## src/design/eptq_pkg.sv

```systemverilog
// Package with the shared types and constants of the position trigger queue.
`timescale 1ns / 1ps
package eptq_pkg;

    localparam int QUEUE_DEPTH = 6;
    localparam int SLOTS       = QUEUE_DEPTH - 1;
    localparam int CNT_W       = $clog2(QUEUE_DEPTH);
    localparam int POS_W       = 16;
    localparam int DELAY_W     = 15;
    localparam int PEND_W      = 3;

    localparam logic [DELAY_W-1:0] DELAY_BASE_RESET = DELAY_W'(4300 + 250);

    // Configuration register indexes.
    localparam logic REG_DELAY_BASE   = 1'b0;
    localparam logic REG_DELAY_ADJUST = 1'b1;

    // Item codes.
    localparam logic FUNC_DETECT = 1'b0;
    localparam logic FUNC_POLL   = 1'b1;

    typedef struct packed {
        logic             func;
        logic [POS_W-1:0] position;
        logic             motor_busy;
    } t_in_item;

    typedef struct packed {
        logic              pushed;
        logic              dropped_full;
        logic              popped;
        logic              fire_motor;
        logic [PEND_W-1:0] pending;
    } t_out_item;

    typedef struct packed {
        logic             wrap;
        logic [POS_W-1:0] target;
    } t_entry;

    typedef struct packed {
        logic load;
        logic shift;
    } t_cell_ctl;

endpackage

```

## src/design/eptq_cell.sv

```systemverilog
// One queue cell: holds a target entry and takes its upper neighbor's entry on a pop.
`timescale 1ns / 1ps
module eptq_cell
    import eptq_pkg::*;
(
    input  logic      i_clk,
    input  t_cell_ctl i_ctl,
    input  t_entry    i_load_entry,
    input  t_entry    i_next_entry,
    output t_entry    o_entry
);

    t_entry r_entry;

    always_ff @(posedge i_clk) begin
        if (i_ctl.load) begin
            r_entry <= i_load_entry;
        end else if (i_ctl.shift) begin
            r_entry <= i_next_entry;
        end
    end

    assign o_entry = r_entry;

endmodule

```

## src/design/encoder_position_trigger_queue.sv

```systemverilog
// Top level of the position trigger queue: cell chain, fill count, config and output register.
`timescale 1ns / 1ps
//
//  Channel   Direction  Handshake                 Payload
//  in        input      i_in_valid / o_in_ready   i_in_data  (t_in_item)
//  out       output     o_out_valid / i_out_ready o_out_data (t_out_item)
//  cfg       input      i_cfg_we (no wait)        i_cfg_idx, i_cfg_data
//
// Every accepted item produces exactly one result item in the next cycle, so the block takes
// one item per cycle unless the output stalls; the single output register sets that figure.
// A new item is accepted while the output register is empty or being drained.
// When the output side stalls, input ready drops until the result is taken.
// Reset (synchronous, active low) empties the queue and restores the delay
// registers; the target cells themselves are not cleared.
//
// The queue is a row of QUEUE_DEPTH-1 cells. The head always sits in cell 0.
// A detection loads the cell just past the last occupied one, and a pop makes
// every cell but the last take its upper neighbor's entry, so only cell 0 is ever compared.
module encoder_position_trigger_queue
    import eptq_pkg::*;
(
    input  logic               i_clk,
    input  logic               i_rst_n,
    input  logic               i_in_valid,
    output logic               o_in_ready,
    input  t_in_item           i_in_data,
    output logic               o_out_valid,
    input  logic               i_out_ready,
    output t_out_item          o_out_data,
    input  logic               i_cfg_we,
    input  logic               i_cfg_idx,
    input  logic [DELAY_W-1:0] i_cfg_data
);

    // Configuration. The sum of both delays is kept in its own register so the
    // item path needs only one adder.
    logic [DELAY_W-1:0] r_base, n_base;
    logic [DELAY_W-1:0] r_adjust, n_adjust;
    logic [POS_W-1:0]   r_dist;

    always_comb begin
        n_base   = r_base;
        n_adjust = r_adjust;
        if (i_cfg_we) begin
            unique case (i_cfg_idx)
                REG_DELAY_BASE:   n_base   = i_cfg_data;
                REG_DELAY_ADJUST: n_adjust = i_cfg_data;
                default:          n_base   = r_base;
            endcase
        end
    end

    always_ff @(posedge i_clk) begin
        if (!i_rst_n) begin
            r_base   <= DELAY_BASE_RESET;
            r_adjust <= '0;
            r_dist   <= POS_W'(DELAY_BASE_RESET);
        end else begin
            r_base   <= n_base;
            r_adjust <= n_adjust;
            r_dist   <= POS_W'(n_base) + POS_W'(n_adjust);
        end
    end

    // Cell chain.
    t_entry    cell_q   [SLOTS];
    t_cell_ctl cell_ctl [SLOTS];
    t_entry    new_entry;
    t_entry    head;

    logic [CNT_W-1:0] r_count, n_count;
    logic             accept, is_poll, empty, full;
    logic             do_push, do_drop, do_pop;
    logic [POS_W:0]   pos_sum;
    logic             high_region, reached, hold_off;

    assign accept  = i_in_valid && o_in_ready;
    assign is_poll = (i_in_data.func == FUNC_POLL);
    assign empty   = (r_count == '0);
    assign full    = (r_count == CNT_W'(SLOTS));

    // A carry out of position + distance means the target passed the top of
    // the counter; for a poll it means the counter is still in its high region.
    assign pos_sum     = {1'b0, i_in_data.position} + {1'b0, r_dist};
    assign high_region = pos_sum[POS_W];

    assign new_entry.target = pos_sum[POS_W-1:0];
    assign new_entry.wrap   = high_region;

    assign head     = cell_q[0];
    assign reached  = (i_in_data.position >= head.target);
    assign hold_off = head.wrap && high_region;

    assign do_push = accept && !is_poll && !full;
    assign do_drop = accept && !is_poll && full;
    assign do_pop  = accept && is_poll && !empty && !hold_off && reached;

    always_comb begin
        n_count = r_count;
        if (do_push) begin
            n_count = r_count + CNT_W'(1);
        end else if (do_pop) begin
            n_count = r_count - CNT_W'(1);
        end
    end

    for (genvar g = 0; g < SLOTS; g++) begin : g_cell
        t_entry next_entry;

        if (g == SLOTS - 1) begin : g_last
            assign next_entry = cell_q[g];
        end else begin : g_mid
            assign next_entry = cell_q[g+1];
        end

        assign cell_ctl[g].load  = do_push && (r_count == CNT_W'(g));
        assign cell_ctl[g].shift = do_pop;

        eptq_cell u_cell (
            .i_clk        (i_clk),
            .i_ctl        (cell_ctl[g]),
            .i_load_entry (new_entry),
            .i_next_entry (next_entry),
            .o_entry      (cell_q[g])
        );
    end

    // Output register.
    logic      r_out_valid;
    t_out_item r_out_data;

    assign o_in_ready = !r_out_valid || i_out_ready;

    always_ff @(posedge i_clk) begin
        if (!i_rst_n) begin
            r_count     <= '0;
            r_out_valid <= 1'b0;
        end else begin
            r_count <= n_count;
            if (accept) begin
                r_out_valid <= 1'b1;
            end else if (i_out_ready) begin
                r_out_valid <= 1'b0;
            end
        end
    end

    always_ff @(posedge i_clk) begin
        if (accept) begin
            r_out_data.pushed       <= do_push;
            r_out_data.dropped_full <= do_drop;
            r_out_data.popped       <= do_pop;
            r_out_data.fire_motor   <= do_pop && !i_in_data.motor_busy;
            r_out_data.pending      <= PEND_W'(n_count);
        end
    end

    assign o_out_valid = r_out_valid;
    assign o_out_data  = r_out_data;

endmodule

```

## config.mk

```make
export PLATFORM = sky130hd
export DESIGN_NAME = encoder_position_trigger_queue
export DESIGN_NICKNAME = d
export VERILOG_FILES = /design/src/design/eptq_pkg.sv /design/src/design/eptq_cell.sv /design/src/design/encoder_position_trigger_queue.sv
export SDC_FILE = /design/constraint.sdc
export NUM_CORES = 1
export LEC_CHECK = 0
export ABC_AREA = 0
export BUFFER_PORTS_ARGS = -buffer_cell sky130_fd_sc_hd__clkbuf_2
export CELL_PAD_IN_SITES_DETAIL_PLACEMENT = 0
export CELL_PAD_IN_SITES_GLOBAL_PLACEMENT = 1
export CORE_UTILIZATION = 46
export CTS_CLUSTER_SIZE = 40
export DETAILED_ROUTE_END_ITERATION = 12
export GPL_ROUTABILITY_DRIVEN = 0
export PLACE_DENSITY = 0.8
export SYNTH_ARGS = -nofsm -noshare
export SYNTH_HDL_FRONTEND = slang
export SYNTH_HIERARCHICAL = 1
export SYNTH_SLANG_ARGS = --single-unit
```

## constraint.sdc

```tcl
create_clock -name i_clk -period 3.05 [get_ports i_clk]
set_input_delay 0.61 -clock i_clk [delete_from_list [all_inputs] [get_ports i_clk]]
set_output_delay 0.61 -clock i_clk [all_outputs]
set_load 0.05 [all_outputs]
```

# == Word level (Yosys, flattened, before mapping) ==
# Cells that the tools add are included.
# classes
mux,16
addsub,4
eq_ne,5
reduce_logical,28
magnitude_cmp,1
# ops
operator,count
17-bit 2-to-1 mux,8
15-bit 2-to-1 mux,4
16-bit by 16-bit adder with 17-bit output,1
15-bit by 15-bit adder with 16-bit output,1
16-bit >= comparator,1
1-bit logical AND,15
2-bit nonzero test,5
"3-bit by 2-bit equality test with 1-bit output, second input constant",2
"3-bit equality test, second input constant",2
1-bit zero test,6
3-bit 2-to-1 mux,2
"3-bit by 1-bit adder with 3-bit output, second input constant",1
"3-bit by 1-bit equality test with 1-bit output, second input constant",1
3-bit zero test,1
"3-bit by 1-bit subtractor with 3-bit output, second input constant",1
1-bit 2-to-1 mux,2
1-bit logical OR,1
# totals
inputBits,39
ff_bits,142
out_inout_bits,9

# == Depth between registers and ports, before layout ==
# logic_depth
word_depth,9
depth_mapped,13
mapped_depth_nobuf,11

# == By module ==
# Netlist, hierarchy kept.
# modules_own_cells
module,cells_per_inst,seq_area_each_um2,area_per_inst_um2,instances
encoder_position_trigger_queue,425,1211.2,3906.2,1
eptq_cell,37,510.5,773.2,5

# == Worst setup path after synthesis ==
# Ideal clock, no wire load.
# synth_timing
kind,input to register
start,input i_cfg_idx
end,register r_dist[14]
cell_stages,13
t_arrival_ns,3.069
path_buffers,2
setup_slack_ns,-0.145
setup_time_ns,0.126
path_cell_list,nand2b_1 -> clkbuf_1 -> buf_2 -> mux2_2 -> ha_1 -> fa_1 -> a211o_1 -> a21oi_1 -> o211ai_1 -> nand2_1 -> o21ai_0 -> xnor2_1 -> nor2_1
# synth_between
elab_chain_cells,3
# synth_lines
item,line,rtl
"start, declared",encoder_position_trigger_queue.sv:31,"input logic i_cfg_idx,"
15-bit 2-to-1 mux,encoder_position_trigger_queue.sv:45,unique case (i_cfg_idx)
15-bit 2-to-1 mux,encoder_position_trigger_queue.sv:44,if (i_cfg_we) begin
named net n_base[0],encoder_position_trigger_queue.sv:37,"logic [DELAY_W-1:0] r_base, n_base;"
15-bit by 15-bit adder with 16-bit output,encoder_position_trigger_queue.sv:61,r_dist <= POS_W'(n_base) + POS_W'(n_adjust);
"end signal, assigned",encoder_position_trigger_queue.sv:57,r_dist <= POS_W'(DELAY_BASE_RESET);
"end signal, assigned",encoder_position_trigger_queue.sv:61,
"end, declared",encoder_position_trigger_queue.sv:39,logic [POS_W-1:0] r_dist;
# The timed path passes the listed nets, and every way through them passes these cells.
# A chain may end at the register's enable or synchronous reset.

# == Worst setup path in the final report ==
# layout_timing
start,input i_cfg_idx
end,register r_dist[13]
# Same word-level chain as after synthesis.

==> PnR_summary.wiki <==
{| class="wikitable"
! Metric !! Value
|-
| Outcome || complete, no violations
|-
| Final routed wire length divided by cell count || 17.45 um
|-
| Number of max-slew violations in the final report || 0
|-
| Count of H-tree levels built during CTS || 4
|-
| Cell depth of the worst hold path || 3
|-
| Timing-limited maximum frequency || ~370 MHz
|-
| Dpl cells || 880
|-
| Area of the core || 16520 um^2
|-
| Reg-to-reg startpoint || r_dist[0]
|-
| Post-synthesis sequential element count || 142
|-
| Number of non-filler instances in the completed layout || around 900
|-
| Standby leakage power || roughly 3.7 nW
|-
| Most utilized layer in the global route result || met2
|-
| Post-cts sizing count || 0
|-
| Total vias in the final route || 4822
|-
| Power density over the cells || 595.2 nW/um^2
|-
| Buffers from clock root to sink, at most || 2
|-
| Number of global-route vias before repair || 5150
|-
| Clock latency at the later pin of the worst-skew pair || between 400 and 500 ps
|-
| Diodes inserted || 0
|-
| Ys async rst share || 0%
|-
| Ys Warns || 6
|-
| Chip Height || between 100 and 150 um
|-
| Portion of the post-synthesis area used by sequential elements || approximately half
|-
| Combinational share of power || 18.4%
|-
| Min Tclk post-route || between 2000 and 3000 ps
|-
| Num rows || 47
|-
| Leftover overflow at the end of global routing || 0
|-
| Area added between synthesis and finish || 15.20%
|-
| Initial antenna violation count || 0
|-
| Pin slew with the least headroom to its limit || about 600 ps
|-
| Total net switching power || 1.400 mW
|-
| Post-layout nets || 773
|-
| Number of nets still failing antenna checks after routing || 0
|-
| CTS tree || yes
|-
| Clock power share || 40.7%
|-
| Post-DP HPWL || around 11 mm
|-
| Max transition margin || between 50% and 60%
|-
| Count of boundary I/O pins || 48
|-
| Synth unique cells || 62
|-
| Worst-path clk slew || 60 ps
|-
| Worst min-delay path startpoint || i_in_valid
|-
| Data required, critical path || between 3000 and 4000 ps
|-
| DRC errors left || 0
|-
| Arrival time at the worst endpoint || just over 3000 ps
|-
| Share of post-route cells with drive strength above 1 || around 34%
|-
| Initial cell density of the core || 47.04%
|-
| Internal cell power || ~3.9 mW
|-
| Type of destination of the critical path || register
|-
| Pre-Repair DR Iteration Count || 4
|-
| Setup repair after global routing missed its margin || no
|-
| Peak supply drop || around 410 uV
|-
| Largest net degree at the start of global routing || 40
|-
| Fraction of met1 tracks used by global routing || approximately a quarter
|-
| Maximum fanout along the worst path || 7
|-
| Gate count of the mapped netlist || 610
|-
| TritonCTS sink count || approximately 140
|-
| R2R depth || 9
|-
| First-pass GRT wire length || between 20 and 30 mm
|-
| Setup repair bufs after CTS || 0
|-
| Capture instance of the worst register-to-register path || g_cell[1].u_cell/o_entry[8]
|-
| GR Util met2 || 34.07%
|-
| Inserted Clock Buffers || 17
|-
| Mapped Avg Cell Area || 12.74 um^2
|-
| Final count of negative-setup-slack endpoints || 0
|-
| Via density per instance || around 5.3
|-
| Hold violation total from the final report || 0
|-
| CP startpoint kind || primary input
|-
| Worst Clk Skew || around 9.3 ps
|-
| Switching portion of total power || approximately a quarter
|-
| Path type of the worst min-delay path || primary input to register
|-
| Maximum Capacitance Violations || 0
|-
| Net count of the mapped netlist || about 700
|-
| Most used DFF post-synth || edfxtp_1
|-
| First-iteration detailed-routing DRC count || 266
|-
| Share of power burned in registers || 40.9%
|-
| Critical setup path kind || primary input to register
|-
| Routed wire length || ~16 mm
|-
| Post-synthesis instance area || 7772 um^2
|-
| Overall global routing resource usage || 19.73%
|-
| Horizontal die dimension || 132.0 um
|-
| Fraction of the cycle the final worst path needs || between 80% and 90%
|-
| Number of buffers inserted by hold repair at cts || 0
|-
| Terminating pin of the worst hold path || o_out_valid
|-
| Met3 layer usage reported by global route || under 10%
|-
| Clock tree root buffer cell || clkbuf_16
|-
| Total Neg Setup Slack || 0 ps
|-
| Die Area || between 15000 and 20000 um^2
|-
| Smallest hold slack || about 440 ps
|-
| Slack of the worst reg-to-reg path || 410 ps
|-
| EDFF count, synth || 92
|-
| Number of filler instances in the final layout || roughly 1400
|-
| Number of port buffers || 47
|}
[cell usage after synthesis (all sizes together) (3+ instances only)]
cell type,n,area share [%]
a211oi,3,0.29
a21o,12,1.2
a21oi,33,2.2
a31oi,5,0.60
and2,32,2.6
buf,11,2.1
clkbuf,9,0.45
dfxtp,50,13
edfxtp,92,36
ha,53,8.5
inv,31,1.5
mux2,115,19
nand2,26,1.3
nand2b,7,0.60
nand3,7,0.45
nor2,19,0.95
nor2b,5,0.40
nor3,10,0.71
nor4,3,0.32
o21ai,19,1.3
or2,13,1.0
or3,3,0.24
xnor2,14,1.6
xor2,11,1.2
[how the worst max path moves through the flow]
stage / start / endpoint / slack (ps) / cells past startpoint
detailed placement: i_in_data[1] / g_cell[0].u_cell/o_entry[1] / 7 / 12
global placement: i_in_data[1] / g_cell[3].u_cell/o_entry[8] / 60 / 10
global route: i_cfg_we / r_dist[13] / 150 / 12
floorplan: i_cfg_idx / r_dist[14] / 30 / 13
CTS: i_cfg_idx / r_dist[13] / 420 / 12
finish: i_cfg_idx / r_dist[13] / 380 / 12
[cell usage in the layout (no fill, tap or decap), drive strengths merged, types with 2 or more instances in the layout]
| master | Yosys | routed |
|---|---|---|
| xor2 | 11 | 11 |
| edfxtp | 92 | 92 |
| nor4 | 3 | 3 |
| bufinv | 0 | 4 |
| a211oi | 3 | 3 |
| or3 | 3 | 3 |
| nand2 | 26 | 26 |
| inv | 31 | 34 |
| ha | 53 | 53 |
| o31a | 2 | 2 |
| o21ai | 19 | 19 |
| o21a | 2 | 2 |
| and3 | 2 | 2 |
| clkinv | 0 | 6 |
| nand3 | 7 | 7 |
| o21ba | 2 | 2 |
| fa | 2 | 2 |
| a21oi | 33 | 33 |
| a21o | 12 | 12 |
| nor3 | 10 | 10 |
| buf | 11 | 23 |
| o21bai | 2 | 2 |
| nor2 | 19 | 19 |
| xnor2 | 14 | 14 |
| nand2b | 7 | 7 |
| o311ai | 2 | 2 |
| a31oi | 5 | 5 |
| mux2 | 115 | 115 |
| or2 | 13 | 13 |
| clkbuf | 9 | 65 |
| nor2b | 5 | 5 |
| and2 | 32 | 32 |
| dfxtp | 50 | 50 |
[metrics by stage]
stage / cell area, um^2 / setup slack [ps] / utilization, % / total power, mW
after floorplan: 7780 / 25.12 / - / 2.906
after global placement: 8337 / 60.62 / 50.45 / 3.166
after detailed placement: 8337 / 7.058 / 50.45 / 3.196
after CTS: 8954 / 420.5 / 54.18 / 5.370
after global routing: 8954 / 147.1 / 54.18 / 5.550
final: 8954 / 382.0 / 54.18 / 5.329
[worst max-delay path, stage by stage]
cell,delay (ps)
clkbuf_2,90
nand2b_1,160
buf_4,180
mux2_2,360
ha_1,350
o21ai_0,110
a21oi_1,190
o21ai_0,110
a21oi_1,260
a21oi_1,150
or3_1,320
a21oi_1,140
[sequential cells by signal (all words and copies together), names as in the netlist]
signal and flops:
g_cell.u_cell/o_entry 85, o_out_data 7, o_out_valid 1, r_adjust 15, r_base 15, r_count 3, r_dist 16
[metal layers]
layer,part of all wire [%],vias to the layer above,wire length (um)
met5,0,-,0
met4,2.5,0,393
met3,3.6,26,577
met2,50,88,7923
met1,44,2345,7015
li1,-,2363,-
[kinds of logic (layout without fill, tap and decap cells)]
kind of cell	Yosys count	in the layout	share of synthesized area, %
DFF	142	142	48.42
and+or+nand+nor	132	132	9.257
muxes	116	116	18.96
AOI/OAI and AO/OA	89	89	7.470
adders and majority gates	55	55	9.047
buffers and inverters	51	133	4.024
xor gates and xnor gates	25	25	2.817
[cell type report]
| cell class | count | area (um^2) | area share, % |
|---|---|---|---|
| Tap cell | 220 | 275.3 | 3.074 |
| Sequential cell | 142 | 3764 | 42.03 |
| Multi-Input combinational cell | 417 | 3711 | 41.45 |
| Clock buffer | 18 | 429.2 | 4.793 |
| Timing Repair Buffer | 70 | 470.5 | 5.254 |
| Inverter | 31 | 116.4 | 1.300 |
| Clock inverter | 14 | 187.7 | 2.096 |
[power by group through the flow]
| stage | clock, mW | combinational [mW] | sequential (mW) |
|---|---|---|---|
| 6_report | 2.17 | 0.983 | 2.18 |
| 5_1_grt | 2.27 | 1.09 | 2.19 |
| 4_1_cts | 2.20 | 0.987 | 2.18 |
| 3_5_place_dp | 0 | 0.976 | 2.22 |
| 3_3_place_gp | 0 | 0.948 | 2.22 |
| 2_1_floorplan | 0 | 0.673 | 2.23 |
Power figures use the tool's default switching activity.
